[src/design/multi_servo_pulse_generator_unit_defines.svh]
// Assertion macros shared by the servo pulse generator RTL.
// Every assertion is clocked on clk_i and disabled while rst_ni is low.
`ifndef MULTI_SERVO_PULSE_GENERATOR_UNIT_DEFINES_SVH
`define MULTI_SERVO_PULSE_GENERATOR_UNIT_DEFINES_SVH

`ifndef SYNTHESIS

// Plain property check
`define MSPG_ASSERT(name, prop, msg) \
  name: assert property (@(posedge clk_i) disable iff (!rst_ni) (prop)) \
    else $error(msg);

// Same-cycle implication
`define MSPG_IMPLY(name, ante, cons, msg) \
  `MSPG_ASSERT(name, (ante) |-> (cons), msg)

`else

`define MSPG_ASSERT(name, prop, msg)
`define MSPG_IMPLY(name, ante, cons, msg)

`endif

`endif

[src/design/mspg_pkg.sv]
package mspg_pkg;

  // Default sizes
  localparam int unsigned MAX_CHANNELS_DEF = 16;
  localparam int unsigned PIN_COUNT_DEF    = 40;

  // Field widths
  localparam int unsigned KIND_W  = 3;
  localparam int unsigned PIN_W   = 6;
  localparam int unsigned WIDTH_W = 12;
  localparam int unsigned FRAME_W = 15;
  localparam int unsigned LEVEL_W = 40;
  localparam int unsigned COUNT_W = 5;

  // Configuration port
  localparam int unsigned CFG_IDX_W  = 2;
  localparam int unsigned CFG_DATA_W = 15;

  localparam logic [CFG_IDX_W-1:0] CFG_MIN_PULSE = 2'd0;
  localparam logic [CFG_IDX_W-1:0] CFG_MAX_PULSE = 2'd1;
  localparam logic [CFG_IDX_W-1:0] CFG_FRAME_LEN = 2'd2;

  localparam logic [WIDTH_W-1:0] MIN_PULSE_RST = 12'd500;
  localparam logic [WIDTH_W-1:0] MAX_PULSE_RST = 12'd2500;
  localparam logic [FRAME_W-1:0] FRAME_LEN_RST = 15'd20000;

  // Angle scaling: width = min + (max - min) * angle / ANGLE_RANGE.
  // The division is a multiply by a rounded-up reciprocal; exact for
  // every product below 2**ANGLE_PROD_W.
  localparam int unsigned ANGLE_RANGE  = 180;
  localparam int unsigned ANGLE_W      = 8;
  localparam int unsigned ANGLE_PROD_W = WIDTH_W + ANGLE_W;
  localparam int unsigned RECIP_SHIFT  = ANGLE_PROD_W + ANGLE_W;
  localparam int unsigned ANGLE_RECIP  =
    ((1 << RECIP_SHIFT) + ANGLE_RANGE - 1) / ANGLE_RANGE;
  localparam int unsigned RECIP_W      = 21;
  localparam int unsigned SCALED_W     = ANGLE_PROD_W + RECIP_W;

  // Command codes
  typedef enum logic [KIND_W-1:0] {
    KIND_TICK      = 3'd0,
    KIND_ATTACH    = 3'd1,
    KIND_DETACH    = 3'd2,
    KIND_SET_US    = 3'd3,
    KIND_SET_ANGLE = 3'd4,
    KIND_START     = 3'd5,
    KIND_STOP      = 3'd6
  } kind_e;

  typedef struct packed {
    logic [KIND_W-1:0]  kind;
    logic [PIN_W-1:0]   pin_number;
    logic [WIDTH_W-1:0] value;
  } servo_cmd_t;

  typedef struct packed {
    logic               ok;
    logic [LEVEL_W-1:0] pin_levels;
    logic [COUNT_W-1:0] active_count;
  } servo_rsp_t;

  // One channel table entry
  typedef struct packed {
    logic [PIN_W-1:0]   pin;
    logic [WIDTH_W-1:0] width;
  } chan_entry_t;

endpackage

[src/design/mspg_chan_mem.sv]
// Channel table: one write port, one read port, registered read data.
module mspg_chan_mem
  import mspg_pkg::*;
#(
  parameter int unsigned DEPTH  = MAX_CHANNELS_DEF,
  parameter int unsigned ADDR_W = (DEPTH > 1) ? $clog2(DEPTH) : 1
) (
  input  logic              clk_i,
  input  logic              wr_en_i,
  input  logic [ADDR_W-1:0] wr_addr_i,
  input  chan_entry_t       wr_data_i,
  input  logic              rd_en_i,
  input  logic [ADDR_W-1:0] rd_addr_i,
  output chan_entry_t       rd_data_o
);

  chan_entry_t chan_mem_q [DEPTH];
  chan_entry_t rd_data_q;

  // Write port
  always_ff @(posedge clk_i) begin
    if (wr_en_i) begin
      chan_mem_q[wr_addr_i] <= wr_data_i;
    end
  end

  // Read port, registered read data
  always_ff @(posedge clk_i) begin
    if (rd_en_i) begin
      rd_data_q <= chan_mem_q[rd_addr_i];
    end
  end

  assign rd_data_o = rd_data_q;

endmodule

[src/design/mspg_angle.sv]
// Angle to pulse width: min + (max - min) * angle / 180 in three stages.
`include "multi_servo_pulse_generator_unit_defines.svh"
module mspg_angle
  import mspg_pkg::*;
(
  input  logic               clk_i,
  input  logic               rst_ni,
  input  logic               start_i,
  input  logic [WIDTH_W-1:0] min_i,
  input  logic [WIDTH_W-1:0] diff_i,
  input  logic [ANGLE_W-1:0] angle_i,
  output logic               done_o,
  output logic [WIDTH_W-1:0] width_o
);

  logic [2:0]              vld_q;
  logic [ANGLE_PROD_W-1:0] prod_d, prod_q;
  logic [SCALED_W-1:0]     scaled_d, scaled_q;
  logic [WIDTH_W-1:0]      min1_q, min2_q;
  logic [WIDTH_W-1:0]      width_d, width_q;

  // Span times angle, then times the reciprocal of 180
  assign prod_d   = {{ANGLE_W{1'b0}}, diff_i} * {{WIDTH_W{1'b0}}, angle_i};
  assign scaled_d = {{RECIP_W{1'b0}}, prod_q} *
                    {{ANGLE_PROD_W{1'b0}}, RECIP_W'(ANGLE_RECIP)};
  assign width_d  = min2_q + scaled_q[RECIP_SHIFT +: WIDTH_W];

  always_ff @(posedge clk_i or negedge rst_ni) begin
    if (!rst_ni) begin
      vld_q <= '0;
    end else begin
      vld_q <= {vld_q[1:0], start_i};
    end
  end

  // Datapath stages
  always_ff @(posedge clk_i) begin
    prod_q   <= prod_d;
    min1_q   <= min_i;
    scaled_q <= scaled_d;
    min2_q   <= min1_q;
    width_q  <= width_d;
  end

  assign done_o  = vld_q[2];
  assign width_o = width_q;

  `MSPG_IMPLY(a_done_after_start, done_o, $past(start_i, 3), "angle result without a start")
  `MSPG_ASSERT(a_one_in_flight, $countones(vld_q) <= 1, "overlapping angle jobs")

endmodule

[src/design/multi_servo_pulse_generator_unit.sv]
// Servo pulse generator for up to MAX_CHANNELS channels on PIN_COUNT pins.
// Commands (tick, attach, detach, set width, set angle, start, stop) enter one
// transaction at a time; each yields one result with ok, all pin levels and
// the channel count. The channel table lives in a synchronous RAM that a tick
// while running, start, attach, detach and a set that passes its range check
// walk entry by entry, one read a cycle; set-angle first runs its multiply
// pipeline. Stop, a stopped tick, an unknown code and a set that fails its
// range check go straight to the result. A finished result sits in an output
// register while the next command is taken. Configuration registers may be
// written whenever no command is busy.
`include "multi_servo_pulse_generator_unit_defines.svh"
module multi_servo_pulse_generator_unit
  import mspg_pkg::*;
#(
  parameter int unsigned MAX_CHANNELS = MAX_CHANNELS_DEF,
  parameter int unsigned PIN_COUNT    = PIN_COUNT_DEF
) (
  input  logic                  clk_i,
  input  logic                  rst_ni,
  input  logic                  in_valid_i,
  output logic                  in_stall_o,
  input  servo_cmd_t            in_data_i,
  output logic                  out_valid_o,
  input  logic                  out_stall_i,
  output servo_rsp_t            out_data_o,
  input  logic                  cfg_we_i,
  input  logic [CFG_IDX_W-1:0]  cfg_idx_i,
  input  logic [CFG_DATA_W-1:0] cfg_data_i
);

  localparam int unsigned IDX_W = (MAX_CHANNELS > 1) ? $clog2(MAX_CHANNELS) : 1;
  localparam int unsigned CNT_W = $clog2(MAX_CHANNELS + 1);

  typedef enum logic [1:0] {
    ST_IDLE,
    ST_ANGLE,
    ST_SCAN,
    ST_FINISH
  } state_e;

  typedef enum logic [2:0] {
    MODE_NONE,
    MODE_ATTACH,
    MODE_DETACH,
    MODE_SETW,
    MODE_RAISE,
    MODE_LOWER
  } mode_e;

  function automatic logic [PIN_COUNT-1:0] pin_onehot(input logic [PIN_W-1:0] p);
    logic [PIN_COUNT-1:0] m;
    for (int b = 0; b < PIN_COUNT; b++) begin
      m[b] = (p == PIN_W'(b));
    end
    return m;
  endfunction

  // Configuration registers
  logic [WIDTH_W-1:0] min_q, max_q;
  logic [FRAME_W-1:0] frame_len_q;

  // Block state
  state_e               state_q;
  mode_e                mode_q;
  logic [CNT_W-1:0]     chan_count_q;
  logic [FRAME_W-1:0]   frame_time_q;
  logic                 running_q;
  logic [PIN_COUNT-1:0] levels_q;
  logic [PIN_W-1:0]     cmd_pin_q;
  logic [WIDTH_W-1:0]   cmd_value_q;
  logic [CNT_W-1:0]     issue_q, data_idx_q;
  logic                 pend_q, found_q, ok_q;
  logic                 out_valid_q;
  servo_rsp_t           out_q;

  // Table access
  logic             mem_we, mem_re;
  logic [IDX_W-1:0] mem_waddr, mem_raddr;
  chan_entry_t      mem_wdata, rd_entry;

  logic                 accept, out_free, scan_done, rd_hit, attach_ok, rd_low;
  logic [FRAME_W:0]     tick_t;
  logic [CNT_W-1:0]     idx_prev, count_fin;
  logic [PIN_COUNT-1:0] rd_mask, cmd_mask, levels_fin;
  logic                 ok_fin;
  logic [CNT_W+COUNT_W-1:0]     count_ext;
  logic [PIN_COUNT+LEVEL_W-1:0] levels_ext;
  logic                 angle_start, angle_done;
  logic [WIDTH_W-1:0]   angle_width;
  logic                 angle_bad, setus_bad, angle_range_bad;

  assign accept     = in_valid_i && (state_q == ST_IDLE);
  assign in_stall_o = (state_q != ST_IDLE);
  assign out_free   = !out_valid_q || !out_stall_i;

  assign tick_t    = {1'b0, frame_time_q} + (FRAME_W + 1)'(1);
  assign rd_hit    = pend_q && (rd_entry.pin == cmd_pin_q);
  assign rd_mask   = pin_onehot(rd_entry.pin);
  assign cmd_mask  = pin_onehot(cmd_pin_q);
  assign rd_low    = {{(FRAME_W - WIDTH_W){1'b0}}, rd_entry.width} <= frame_time_q;
  assign idx_prev  = data_idx_q - CNT_W'(1);
  assign scan_done = (issue_q >= chan_count_q) && !pend_q;
  assign attach_ok = (chan_count_q < CNT_W'(MAX_CHANNELS)) &&
                     ({1'b0, cmd_pin_q} < (PIN_W + 1)'(PIN_COUNT)) && !found_q;

  assign setus_bad       = (in_data_i.value < min_q) || (in_data_i.value > max_q);
  assign angle_range_bad = (in_data_i.value > WIDTH_W'(ANGLE_RANGE)) || (max_q < min_q);
  assign angle_bad       = (angle_width < min_q) || (angle_width > max_q);
  assign angle_start     = accept && (in_data_i.kind == KIND_SET_ANGLE) && !angle_range_bad;

  // One read per cycle while walking the table
  assign mem_re    = (state_q == ST_SCAN) && (issue_q < chan_count_q);
  assign mem_raddr = issue_q[IDX_W-1:0];

  // Writes: detach moves later entries down by one, set rewrites the hit,
  // attach appends. Reads always run ahead of writes, so no entry is read
  // and written in the same cycle.
  always_comb begin
    mem_we    = 1'b0;
    mem_waddr = data_idx_q[IDX_W-1:0];
    mem_wdata = '{pin: cmd_pin_q, width: cmd_value_q};
    if (state_q == ST_SCAN && pend_q) begin
      if (mode_q == MODE_DETACH && found_q) begin
        mem_we    = 1'b1;
        mem_waddr = idx_prev[IDX_W-1:0];
        mem_wdata = rd_entry;
      end else if (mode_q == MODE_SETW && rd_hit) begin
        mem_we = 1'b1;
      end
    end else if (state_q == ST_FINISH && out_free && mode_q == MODE_ATTACH && attach_ok) begin
      mem_we    = 1'b1;
      mem_waddr = chan_count_q[IDX_W-1:0];
    end
  end

  // End-of-command results
  always_comb begin
    count_fin  = chan_count_q;
    levels_fin = levels_q;
    ok_fin     = ok_q;
    case (mode_q)
      MODE_ATTACH: begin
        ok_fin = attach_ok;
        if (attach_ok) begin
          count_fin  = chan_count_q + CNT_W'(1);
          levels_fin = levels_q & ~cmd_mask;
        end
      end
      MODE_DETACH: begin
        ok_fin = found_q;
        if (found_q) begin
          count_fin = chan_count_q - CNT_W'(1);
        end
      end
      MODE_SETW: ok_fin = found_q;
      default: ;
    endcase
  end

  assign count_ext  = {{COUNT_W{1'b0}}, count_fin};
  assign levels_ext = {{LEVEL_W{1'b0}}, levels_fin};

  mspg_chan_mem #(
    .DEPTH  (MAX_CHANNELS),
    .ADDR_W (IDX_W)
  ) u_chan_mem (
    .clk_i     (clk_i),
    .wr_en_i   (mem_we),
    .wr_addr_i (mem_waddr),
    .wr_data_i (mem_wdata),
    .rd_en_i   (mem_re),
    .rd_addr_i (mem_raddr),
    .rd_data_o (rd_entry)
  );

  mspg_angle u_angle (
    .clk_i   (clk_i),
    .rst_ni  (rst_ni),
    .start_i (angle_start),
    .min_i   (min_q),
    .diff_i  (max_q - min_q),
    .angle_i (in_data_i.value[ANGLE_W-1:0]),
    .done_o  (angle_done),
    .width_o (angle_width)
  );

  // Configuration writes
  always_ff @(posedge clk_i or negedge rst_ni) begin
    if (!rst_ni) begin
      min_q       <= MIN_PULSE_RST;
      max_q       <= MAX_PULSE_RST;
      frame_len_q <= FRAME_LEN_RST;
    end else if (cfg_we_i) begin
      unique case (cfg_idx_i)
        CFG_MIN_PULSE: min_q       <= cfg_data_i[WIDTH_W-1:0];
        CFG_MAX_PULSE: max_q       <= cfg_data_i[WIDTH_W-1:0];
        CFG_FRAME_LEN: frame_len_q <= cfg_data_i[FRAME_W-1:0];
        default: ;
      endcase
    end
  end

  // Command sequencer
  always_ff @(posedge clk_i or negedge rst_ni) begin
    if (!rst_ni) begin
      state_q      <= ST_IDLE;
      mode_q       <= MODE_NONE;
      chan_count_q <= '0;
      frame_time_q <= '0;
      running_q    <= 1'b0;
      levels_q     <= '0;
      cmd_pin_q    <= '0;
      cmd_value_q  <= '0;
      issue_q      <= '0;
      data_idx_q   <= '0;
      pend_q       <= 1'b0;
      found_q      <= 1'b0;
      ok_q         <= 1'b0;
      out_valid_q  <= 1'b0;
      out_q        <= '0;
    end else begin
      pend_q     <= mem_re;
      data_idx_q <= issue_q;
      if (out_valid_q && !out_stall_i) begin
        out_valid_q <= 1'b0;
      end
      unique case (state_q)
        ST_IDLE: begin
          if (accept) begin
            cmd_pin_q   <= in_data_i.pin_number;
            cmd_value_q <= in_data_i.value;
            issue_q     <= '0;
            found_q     <= 1'b0;
            ok_q        <= 1'b1;
            mode_q      <= MODE_NONE;
            state_q     <= ST_FINISH;
            case (in_data_i.kind)
              KIND_TICK: begin
                if (running_q) begin
                  state_q <= ST_SCAN;
                  if (tick_t >= {1'b0, frame_len_q}) begin
                    frame_time_q <= '0;
                    mode_q       <= MODE_RAISE;
                  end else begin
                    frame_time_q <= tick_t[FRAME_W-1:0];
                    mode_q       <= MODE_LOWER;
                  end
                end
              end
              KIND_ATTACH: begin
                mode_q  <= MODE_ATTACH;
                state_q <= ST_SCAN;
              end
              KIND_DETACH: begin
                mode_q  <= MODE_DETACH;
                state_q <= ST_SCAN;
              end
              KIND_SET_US: begin
                if (setus_bad) begin
                  ok_q <= 1'b0;
                end else begin
                  mode_q  <= MODE_SETW;
                  state_q <= ST_SCAN;
                end
              end
              KIND_SET_ANGLE: begin
                if (angle_range_bad) begin
                  ok_q <= 1'b0;
                end else begin
                  state_q <= ST_ANGLE;
                end
              end
              KIND_START: begin
                running_q    <= 1'b1;
                frame_time_q <= '0;
                mode_q       <= MODE_RAISE;
                state_q      <= ST_SCAN;
              end
              KIND_STOP: running_q <= 1'b0;
              default: ok_q <= 1'b0;
            endcase
          end
        end
        ST_ANGLE: begin
          if (angle_done) begin
            cmd_value_q <= angle_width;
            if (angle_bad) begin
              ok_q    <= 1'b0;
              state_q <= ST_FINISH;
            end else begin
              mode_q  <= MODE_SETW;
              state_q <= ST_SCAN;
            end
          end
        end
        ST_SCAN: begin
          if (mem_re) begin
            issue_q <= issue_q + CNT_W'(1);
          end
          if (rd_hit) begin
            found_q <= 1'b1;
          end
          if (pend_q) begin
            case (mode_q)
              MODE_RAISE: levels_q <= levels_q | rd_mask;
              MODE_LOWER: begin
                if (rd_low) begin
                  levels_q <= levels_q & ~rd_mask;
                end
              end
              default: ;
            endcase
          end
          if (scan_done) begin
            state_q <= ST_FINISH;
          end
        end
        ST_FINISH: begin
          if (out_free) begin
            chan_count_q           <= count_fin;
            levels_q               <= levels_fin;
            out_q.ok               <= ok_fin;
            out_q.pin_levels       <= levels_ext[LEVEL_W-1:0];
            out_q.active_count     <= count_ext[COUNT_W-1:0];
            out_valid_q            <= 1'b1;
            state_q                <= ST_IDLE;
          end
        end
        default: state_q <= ST_IDLE;
      endcase
    end
  end

  assign out_valid_o = out_valid_q;
  assign out_data_o  = out_q;

  `MSPG_ASSERT(a_count_bound, chan_count_q <= CNT_W'(MAX_CHANNELS), "channel count overflow")
  `MSPG_ASSERT(a_no_rw_clash,
               !(mem_we && mem_re && (mem_waddr == mem_raddr)),
               "table read/write clash")
  `MSPG_IMPLY(a_read_in_scan, mem_re, state_q == ST_SCAN, "table read outside a walk")
  `MSPG_ASSERT(a_count_step,
               (chan_count_q == $past(chan_count_q)) ||
               (chan_count_q == $past(chan_count_q) + CNT_W'(1)) ||
               (chan_count_q + CNT_W'(1) == $past(chan_count_q)),
               "channel count jumped")

endmodule
[config.mk]
export PLATFORM = sky130hd
export DESIGN_NAME = multi_servo_pulse_generator_unit
export DESIGN_NICKNAME = d
export VERILOG_FILES = /design/src/design/mspg_pkg.sv /design/src/design/mspg_chan_mem.sv /design/src/design/mspg_angle.sv /design/src/design/multi_servo_pulse_generator_unit.sv
export VERILOG_INCLUDE_DIRS = /design/src /design/src/design
export SDC_FILE = /design/constraint.sdc
export NUM_CORES = 1
export LEC_CHECK = 0
export BUFFER_PORTS_ARGS = -buffer_cell sky130_fd_sc_hd__buf_2
export CORE_MARGIN = 2
export CORE_UTILIZATION = 55
export CTS_CLUSTER_DIAMETER = 80
export DETAILED_ROUTE_END_ITERATION = 10
export GPL_ROUTABILITY_DRIVEN = 1
export GPL_TIMING_DRIVEN = 0
export PLACE_DENSITY = 0.76
export SLEW_MARGIN = 20
export SYNTH_ARGS = -nofsm -noshare
export SYNTH_HDL_FRONTEND = slang
export SYNTH_HIERARCHICAL = 1
export SYNTH_SLANG_ARGS = --single-unit
[constraint.sdc]
create_clock -name clk_i -period 6.46 [get_ports clk_i]
set_input_delay 1.615 -clock clk_i [delete_from_list [all_inputs] [get_ports clk_i]]
set_output_delay 1.615 -clock clk_i [all_outputs]
set_load 0.01 [all_outputs]
# ---- Yosys cells after proc, flatten, opt, wreduce, memory -nomap -nowiden
# Memory sizes are Yosys's and may differ from the RTL's. A register that Yosys moved wholly into a read port is not among the register bits.
# Index checks and enable logic that the tools add are counted.
dict set report word_totals {
  reg_bits 276
  ramBits 288
  input_bits 43
  memories 1
}
dict set report op_classes {
  add_sub_neg 7
  multipliers 2
  n_lt_le_gt_ge 12
  eq_ne 109
  mux 63
  bitwise_logic 5
  n_reduce_logical 54
}
# memory depth width rd rd_clocked_by_memory_dff wr line
set mem_list {}
lappend mem_list {u_chan_mem.chan_mem_q 16 18 1 1 1 mspg_chan_mem.sv:17} ;# chan_entry_t chan_mem_q [DEPTH];
# op n
set op_table {}
lappend op_table {{40-bit two-way mux} 5}
lappend op_table {{6-bit by 5-bit == test with 1-bit output (second input constant)} 32}
lappend op_table {{40-bit case mux with 2 select lines} 2}
lappend op_table {{6-bit by 4-bit == test with 1-bit output (second input constant)} 16}
lappend op_table {{6-bit == test (second input constant)} 16}
lappend op_table {{40-bit AND} 2}
lappend op_table {{40-bit inverter} 2}
lappend op_table {{6-bit by 3-bit == test with 1-bit output (second input constant)} 8}
lappend op_table {{20-bit by 21-bit multiplier with 40-bit output (second input constant)} 1}
lappend op_table {{40-bit bitwise OR} 1}
lappend op_table {{12-bit < comparator} 3}
lappend op_table {{18-bit two-way mux} 2}
lappend op_table {{15-bit two-way mux} 2}
lappend op_table {{15-bit case mux with 2 select lines} 1}
lappend op_table {{6-bit by 2-bit == test with 1-bit output (second input constant)} 4}
lappend op_table {{12-bit greater-than comparator} 2}
lappend op_table {{12-bit two-way mux} 2}
lappend op_table {{12-bit case mux with 2 select lines} 1}
lappend op_table {{2-bit != test (second input constant)} 11}
lappend op_table {{12-bit by 8-bit multiplier with 20-bit output} 1}
lappend op_table {{1-bit two-way mux} 20}
lappend op_table {{5-bit two-way mux} 4}
lappend op_table {{5-bit case mux with 2 select lines} 2}
lappend op_table {{15-bit by 1-bit adder with 16-bit output (second input constant)} 1}
lappend op_table {{other kinds (44)} 111}

# ---- Depth between registers and ports, before layout
# Gate-level depths: netlist (run 1).
dict set report depth {
  depth_word 9
  mapped_depth 25
}

# ---- By module
# The synthesis (run 1) kept the hierarchy.
# mod n_inst cells_each area_per_inst_um2
set modules_own_cells {}
lappend modules_own_cells {mspg_chan_mem 1 482 11503.5}
lappend modules_own_cells {multi_servo_pulse_generator_unit 1 1287 11344.6}
lappend modules_own_cells {mspg_angle 1 1097 11055.6}

# ---- Worst setup path before layout (run 1)
# OpenSTA, ideal clock, no wires.
dict set report synth_timing {
  path_kind {input to register}
  startpoint {input in_data_i[7] in the netlist's numbering}
  endpoint {register u_angle.prod_q[18]}
  setup_time_ns 0.118
  arrival_time_ns 5.525
  required_time_ns 6.342
  slack_ns 0.816
  path_stages 16
  path_buffers 1
  path_cell_list {clkbuf_1 > nand2_1 > fa_1 > fa_1 > inv_1 > fa_1 > fa_1 > ha_1 > nand3_1 > o211ai_1 > o21ai_1 > o21ai_1 > a21o_1 > nand2_1 > a211o_1 > xnor2_1}
}
dict set report synth_via {
  elab_chain_cells 1
}
# element line
set synth_lines {}
lappend synth_lines {{from (decl)} multi_servo_pulse_generator_unit.sv:22} ;# input servo_cmd_t in_data_i,
lappend synth_lines {{12-bit by 8-bit multiplier with 20-bit output} mspg_angle.sv:23} ;# assign prod_d = {{ANGLE_W{1'b0}}, diff_i} * {{WIDTH_W{1'b0}}, angle_i};
lappend synth_lines {{net u_angle.prod_d[18]} mspg_angle.sv:17} ;# logic [ANGLE_PROD_W-1:0] prod_d, prod_q;
lappend synth_lines {{to (signal assigned)} mspg_angle.sv:38} ;# prod_q <= prod_d;
lappend synth_lines {{to (decl)} mspg_angle.sv:17}
# The timed path passes the listed nets, and every way through them passes these cells.
# A chain may end at the register's enable or synchronous reset.

# ---- Worst setup path in the final report (run 1)
dict set report layout_timing {
  startpoint {register min_q[2]}
  endpoint {register u_angle.prod_q[19]}
}
dict set report layout_via {
  elab_chain_cells 2
}
# element line
set layout_lines {}
lappend layout_lines {{from (decl)} multi_servo_pulse_generator_unit.sv:59} ;# logic [WIDTH_W-1:0] min_q, max_q;
lappend layout_lines {{from (signal assigned)} multi_servo_pulse_generator_unit.sv:195} ;# CFG_MIN_PULSE: min_q <= cfg_data_i[WIDTH_W-1:0];
lappend layout_lines {{12-bit subtractor} multi_servo_pulse_generator_unit.sv:181} ;# .diff_i (max_q - min_q),
lappend layout_lines {{12-bit by 8-bit multiplier with 20-bit output} mspg_angle.sv:23}
lappend layout_lines {{net u_angle.prod_d[19]} mspg_angle.sv:17}
# The timed path passes the listed nets, and every way through them passes these cells.

==> results of run 1 <==
[cell type report]
type	instances	share of cell area [%]
Buffer	94	1.18
Clock buffer	69	4.02
Clock inverter	34	0.981
Inverter	338	3.37
Multi-Input combinational cell	1880	46.0
Sequential cell	554	40.1
Tap cell	790	2.63
Timing Repair Buffer	106	1.71
[flip-flops by register name (all words and copies together) (netlist names), 15 cells and up, named ones only]
register	flops
u_chan_mem/chan_mem_q	288
out_data_o	46
u_angle/prod_q	20
u_chan_mem/rd_data_o	18
frame_len_q	15
frame_time_q	15
[layer usage]
metal | GRT usage [%] | up-vias | part of all wire, %
li1 | - | 10500 | -
met1 | 38.3 | 11600 | 42
met2 | 46.8 | 1071 | 48
met3 | 3.85 | 185 | 7.5
met4 | 8.49 | 0 | 3.0
met5 | 0 | - | 0
[through the flow]
stage               util (%)  cells  hold WS [ps]
global placement        57.6   3744           314
global route            61.3   3865           332
CTS                     61.1   3861           328
floorplan                  -   2866           310
finish                  61.3   3865           326
detailed placement      58.0   3758           313
[Yosys cell counts, drive strengths merged, types with 44 or more instances]
master  instances  area share [%]
clkbuf         67            0.75
dfxtp          68             4.0
dfrtp         164              12
a21oi          87             1.3
o21ai         147             2.2
o31ai          55             1.3
ha            335              12
inv           338             3.7
nand2         261             2.9
a22oi          71             1.6
nand3          44            0.69
nor2          157             1.8
mux4           72             5.0
fa            178              11
and2           56             1.0
edfxtp        306              27
xnor2          60             1.5
[final timing paths]
check	from	end	slack, ps	depth (start not counted)
min in group asynchronous	rst_ni	out_data_o[42]$_DFFE_PN0P_	990	1
worst max register to register	min_q[2]$_DFFE_PN1P_	u_angle/prod_q[19]$_DFF_P_	280	25
worst min-delay path	u_angle/min1_q[2]$_DFF_P_	u_angle/min2_q[2]$_DFF_P_	330	0
worst min register to register	u_angle/min1_q[2]$_DFF_P_	u_angle/min2_q[2]$_DFF_P_	330	0
max in group asynchronous	rst_ni	frame_len_q[9]$_DFFE_PN1P_	4500	2
worst max-delay path	min_q[2]$_DFFE_PN1P_	u_angle/prod_q[19]$_DFF_P_	280	25
[what timing repair did]
item | 4_1_cts | 5_1_grt
gates resized for setup | 1 | 14
endpoints found under the setup margin | 1 | 6
pin swaps | 0 | 2
setup buffers | 0 | 4
[logic make-up after synthesis]
kind of cell    Yosys count  share of synthesized area [%]
fa+ha+maj               513                           22.9
compound gates          492                           9.50
buf+inv                 432                           5.05
mux                     125                           6.73
flops                   554                           44.5
xor+xnor                 81                           2.09
simple gates            669                           9.29
==> impl.org, run 1 <==
** Run status
- The run finished with clean final reports.

** Worst setup path
- The worst setup path is launched from a flip-flop.
- Largest delay share family, worst path :: adder cells
- CP max FO :: 8
- The critical path is of the flip-flop to flip-flop type.
- Data on the critical path is required at its endpoint by approximately 7000 ps.
- Crit path buffers/inverters :: 3
- The slowest stage of the critical path belongs to the cell sky130_fd_sc_hd__dfstp_2.
- For the worst setup path, the data arrival time is 6680 ps.
- STA classifies the critical path endpoint as a flip-flop.
- Critical Path Max Stage Delay :: around 540 ps

** Finish
- Sequential cell area :: approximately 15,000 um^2
- Cells with a size suffix above 1 make up 12.2% of the layout.
- Syn-to-layout area delta :: 10.9%
- Top library cells by usage in the layout, fill and taps aside :: 337 x sky130_fd_sc_hd__inv_1, 335 x sky130_fd_sc_hd__ha_1, 306 x sky130_fd_sc_hd__edfxtp_1
- In the final layout, the multi-input gates occupy 17,300 um^2.
- Post-Layout Inst Area :: about 38,000 um^2
- Layout fillers :: between 4,000 and 5,000
- Leaving out fill and tap cells, the most frequent cell in the layout is sky130_fd_sc_hd__inv_1.
- # nets final :: between 3,000 and 4,000
- # diodes :: 0

** Worst hold path
- The tightest min-delay check is of the flip-flop to flip-flop type.

** Clock network
- Buffers inserted during clock tree synthesis total 55.
- Count of clock tree sinks :: 554
- The H-tree generated during clock tree synthesis spans 2 levels.
- Clock latency on the worst-skew pair, taken at its later pin, is ~630 ps.
- Deepest clock path buffer count :: 3
- TritonCTS built the clock tree.
- The tree is rooted in a sky130_fd_sc_hd__clkbuf_16.
- The number of hold buffers added after CTS was 0.
- Post-CTS clock slew at the launch and capture registers of the worst setup and hold paths :: about 60 ps

** Global routing
- Initial antenna violation count :: 1
- Overflow after GRT :: 0
- Largest net degree at the start of global routing :: 98
- Wire length of the first global-routing pass :: 137,000 um
- The via count of the first global-routing pass is 24,600.
- Total Routing Usage GR :: roughly 28%

** STA
- The count of final max-slew check failures is 0.
- Relative slew margins :: between 30% and 40%
- Final-report setup violation count :: 0
- Across the routed clock network, the largest skew measured is about 31 ps.
- The final hold violation count was 0.
- After layout, the worst setup slack is approximately 280 ps.
- The worst path in the final design needs a cycle of 6180 ps, including I/O delays and setup.
- Highest attainable clock frequency :: approximately 160 MHz
- Final total negative setup slack :: 0 ps
- At the pin with the least slew margin, the transition time is slightly above 1000 ps.
- After layout, the worst path uses 95.7% of the clock period.
- Unrepaired setup endpoints after global routing :: false

** Logic synthesis
- The number of nets in the synthesized netlist is roughly 3,400.
- After synthesis, the mean cell area works out to 11.8 um^2.
- The synthesized design contains 306 enable-type register cells.
- Synth Register Bits :: 554
- Of the synthesized area, sequential elements account for between 40% and 50%.
- For this run, the number of Yosys warnings is 6.
- Counting distinct cell types in the post-synthesis netlist gives between 80 and 90.
- Post-synth top flop :: sky130_fd_sc_hd__edfxtp_1
- Mapped Cells :: approximately 2,900
- In this run the cell area of the synthesized design comes to around 34,000 um^2.
- Counting flops with an async set or reset pin after synthesis yields a share of about a third.

** Flow run
- Count of max-cap constraint violations :: 0

** Floorplan
- Core box area :: slightly above 60,000 um^2
- The die is 252 um wide.
- Measured along the y axis, the die boundary spans between 200 and 300 um.
- For this configuration, the core starts out at a cell density of between 50% and 60%.
- After floorplanning, the core was divided into roughly 90 placement rows.
- The die covers approximately 64,000 um^2.
- Top-level I/O count :: 91

** Route
- Sum of routed wire length over all layers :: between 80,000 and 90,000 um
- Post-detailed-route via-to-cell ratio :: between 6 and 7
- First-pass iteration count of the detailed router :: 5
- Dividing the detail-routed wire length by the instance count gives approximately 23 um.
- Number of routed nets with antenna violations :: 0
- 1st-iter DRT viols :: roughly 2,200
- The routed layout has 23,400 vias.
- DRC violation count after routing :: 0

** Place
- In this run the tool buffered the top-level ports with slightly below 90 buffer cells.
- GP Congestion :: ~0.9
- Detailed placer's ending HPWL :: 64,700 um
- Worst slack at placement :: -14.9 ps
- The placed instances occupy a cell area of approximately 36,000 um^2.
Power of run 1 is left out: the tool's default activity adds up to more than one toggle a clock period on the data nets, which glitch-free logic cannot reach.
==> run 2, diff against run 1 <==
Settings changed: PLACE_DENSITY 0.76 to 0.78.
Clock period 6.46 ns to 5.37 ns, I/O delays scaled along.
==> impl.org, run 2 (synthesized netlist as in run 1, its figures left out) <==
** Place
- GP Congestion :: between 0.9 and 1
- In this run the tool buffered the top-level ports with 88 buffer cells.
- Count of placed standard cells including taps :: around 3,800
- Prior to clock tree synthesis, the placed netlist has a worst setup slack of -905 ps.
- Detailed placement ended at an HPWL of approximately 64,000 um.

** Worst setup path
- Most common cell on crit path :: sky130_fd_sc_hd__fa_1
- Largest delay share family, worst path :: adder cells
- Slowest-stage cell, CP :: sky130_fd_sc_hd__dfstp_2
- Along the worst path, the maximum fanout reaches 5.
- The number of cells on the worst reg-to-reg path is 22.
- Cell-by-cell listing of the critical path :: inv_4 > ha_4 > o21a_1 > o21ai_2 > a211oi_2 > a41o_1 > nor2_2 > xnor2_4 > and2_4 > fa_1 > fa_1 > fa_1 > fa_1 > ha_4 > a21o_1 > a21o_1 > a21oi_4 > nor2b_2 > nor3_2 > o21bai_1 > a21oi_1 > xnor2_1
- STA puts the critical path data required time at ~5900 ps.
- Startpoint of the most critical register-to-register path :: min_q[2]$_DFFE_PN1P_
- Nature of the critical path startpoint :: flip-flop
- Reg-to-Reg End :: u_angle/prod_q[19]$_DFF_P_
- In this run the register-to-register setup slack is -380 ps.
- Setup crit end kind :: flip-flop
- Arrival time at the worst endpoint :: ~6300 ps
- Number of stages on the worst setup path :: 22
- The worst setup path is of the flip-flop to flip-flop kind.
- On the worst path, the slowest cell contributes a delay of approximately 560 ps.
- Crit path buffers/inverters :: 1
- The critical path starts at min_q[2]$_DFFE_PN1P_.
- Worst setup path end :: u_angle/prod_q[19]$_DFF_P_

** Clock network
- In this run the clock root is driven by a sky130_fd_sc_hd__clkbuf_16.
- H-tree level count :: 2
- Deepest clock path buffer count :: 3
- TritonCTS built the clock tree.
- Post-CTS clock slew at the launch and capture registers of the worst setup and hold paths :: about 60 ps
- For the worst-skew pair, the clock arrives at the later sink with an insertion delay of around 640 ps.
- In this run, CTS created clock tree buffers numbering 56.
- Hold repair after CTS inserted 0 buffers.
- Count of clock tree sinks :: approximately 550

** Floorplan
- Vertical die dimension :: about 250 um
- The die is between 200 and 300 um wide.
- Rows :: between 90 and 100
- Core box area :: 61,400 um^2
- Starting Density :: ~55%
- The die covers 63,600 um^2.
- Top-level I/O count :: between 90 and 100

** STA
- Measured against its own limit, the worst slew margin works out to about 28%.
- After layout, the worst setup slack is -376 ps.
- Post-layout minimum cycle time :: 5750 ps
- Unrepaired setup endpoints after global routing :: true
- On the final layout, the worst clock skew is ~34 ps.
- Final Slew Violations :: 0
- Setup violations remaining at the end of the flow were counted as 18.
- The final hold violation count was 0.
- Highest attainable clock frequency :: between 150 and 200 MHz
- Final hold analysis gives a worst-case slack of 323 ps.
- Final period util :: 107%
- For the pin with the worst max-slew slack, the measured transition is between 1000 and 1500 ps.

** Global routing
- The via count of the first global-routing pass was around 25,000.
- Global routing finished with a remaining overflow of 0.
- The number of antenna violations at the first check in global routing is 3.
- Across every metal layer, demand over resource in global routing totals between 20% and 30%.
- Entering global routing, the biggest net connects 96 pins.
- Wire length of the first global-routing pass :: 139,000 um

** Route
- DRC violation count after routing :: 0
- The first TritonRoute pass finished after 5 iterations.
- The final route contains roughly 24,000 vias.
- In this run the remaining antenna-violating nets after routing total 0.
- The first routing iteration left between 2,000 and 2,500 violations.
- Wires add up to around 90,000 um.
- Post-detailed-route via-to-cell ratio :: about 6
- Final routed wire length divided by cell count :: roughly 23 um

** Finish
- Leaving out fill and tap cells, the most frequent cell in the layout is sky130_fd_sc_hd__inv_1.
- Leaving out filler cells and counting taps, the final layout contains around 3,900.
- Top library cells by usage in the layout, fill and taps aside :: 328 x sky130_fd_sc_hd__inv_1, 306 x sky130_fd_sc_hd__edfxtp_1, 299 x sky130_fd_sc_hd__ha_1
- # nets final :: ~3,600
- # diodes :: 0
- Cells with a size suffix above 1 make up between 10% and 20% of the layout.
- Counting flops per register, the top entry is u_chan_mem/chan_mem_q.
- The area growth from synthesis to layout is 15.2%.
- The register with the most flip-flops in the layout has 288 of them.

** Worst hold path
- The min-delay analysis places its worst path in the category flip-flop to flip-flop.
- The worst hold path passes through 0 cells.

** Flow run
- Count of max-cap constraint violations :: 0

** Run status
- The flow ran to the end, but the final reports show violations.
- Failing checks :: negative setup slack
[run 2: layout make-up]
cell class,count,area (um^2)
fillers,4391,22300
multi-input cells,1880,18100
flip-flops and latches,554,15100
clock buffers,66,1510
inverters,338,1270
repair buffers,160,1070
well taps,790,988
clock inverters,40,512
plain buffers,94,443
[run 2: how the worst min path moves through the flow]
stage / from / to / slack [ps]
final: u_angle/min1_q[4]$_DFF_P_ / u_angle/min2_q[4]$_DFF_P_ / 320
after global routing: u_angle/min1_q[2]$_DFF_P_ / u_angle/min2_q[2]$_DFF_P_ / 330
after CTS: u_angle/min1_q[4]$_DFF_P_ / u_angle/min2_q[4]$_DFF_P_ / 320
after detailed placement: u_angle/min1_q[9]$_DFF_P_ / u_angle/min2_q[9]$_DFF_P_ / 310
after global placement: u_angle/min1_q[0]$_DFF_P_ / u_angle/min2_q[0]$_DFF_P_ / 310
after floorplan: u_angle/min1_q[0]$_DFF_P_ / u_angle/min2_q[0]$_DFF_P_ / 310
[run 2: worst reg2reg max path: cells and delay by family, from the launching register on]
family	cells	cell delay, ps
AOI/OAI and AO/OA	9	1660
xor gates and xnor gates	2	450
adders and majority gates	6	2470
and+or+nand+nor	4	500
DFF	1	560
buffers and inverters	1	50
[run 2: metal layers]
metal	GRT usage, %	routed length (um)	vias to the layer above
li1	-	-	10600
met1	38.2	36900	11900
met2	47.3	43100	1230
met3	4.67	7030	193
met4	8.30	2600	2
met5	0	15	-
[run 2: stage by stage]
stage	instance area [um^2]	setup TNS, ps	utilization [%]
floorplan	34000	0	-
global placement	35500	-33500	57.8
detailed placement	35700	-14450	58.2
CTS	38600	-4290	62.8
global route	39000	-7010	63.6
finish	39000	-4150	63.6
[run 2: timing repair]
item / 4_1_cts / 5_1_grt
pin swaps: 62 / 50
resized for setup: 99 / 75
buffers inserted: 48 / 13
endpoints found under the setup margin: 24 / 23
Power of run 2 is left out for the same reason.
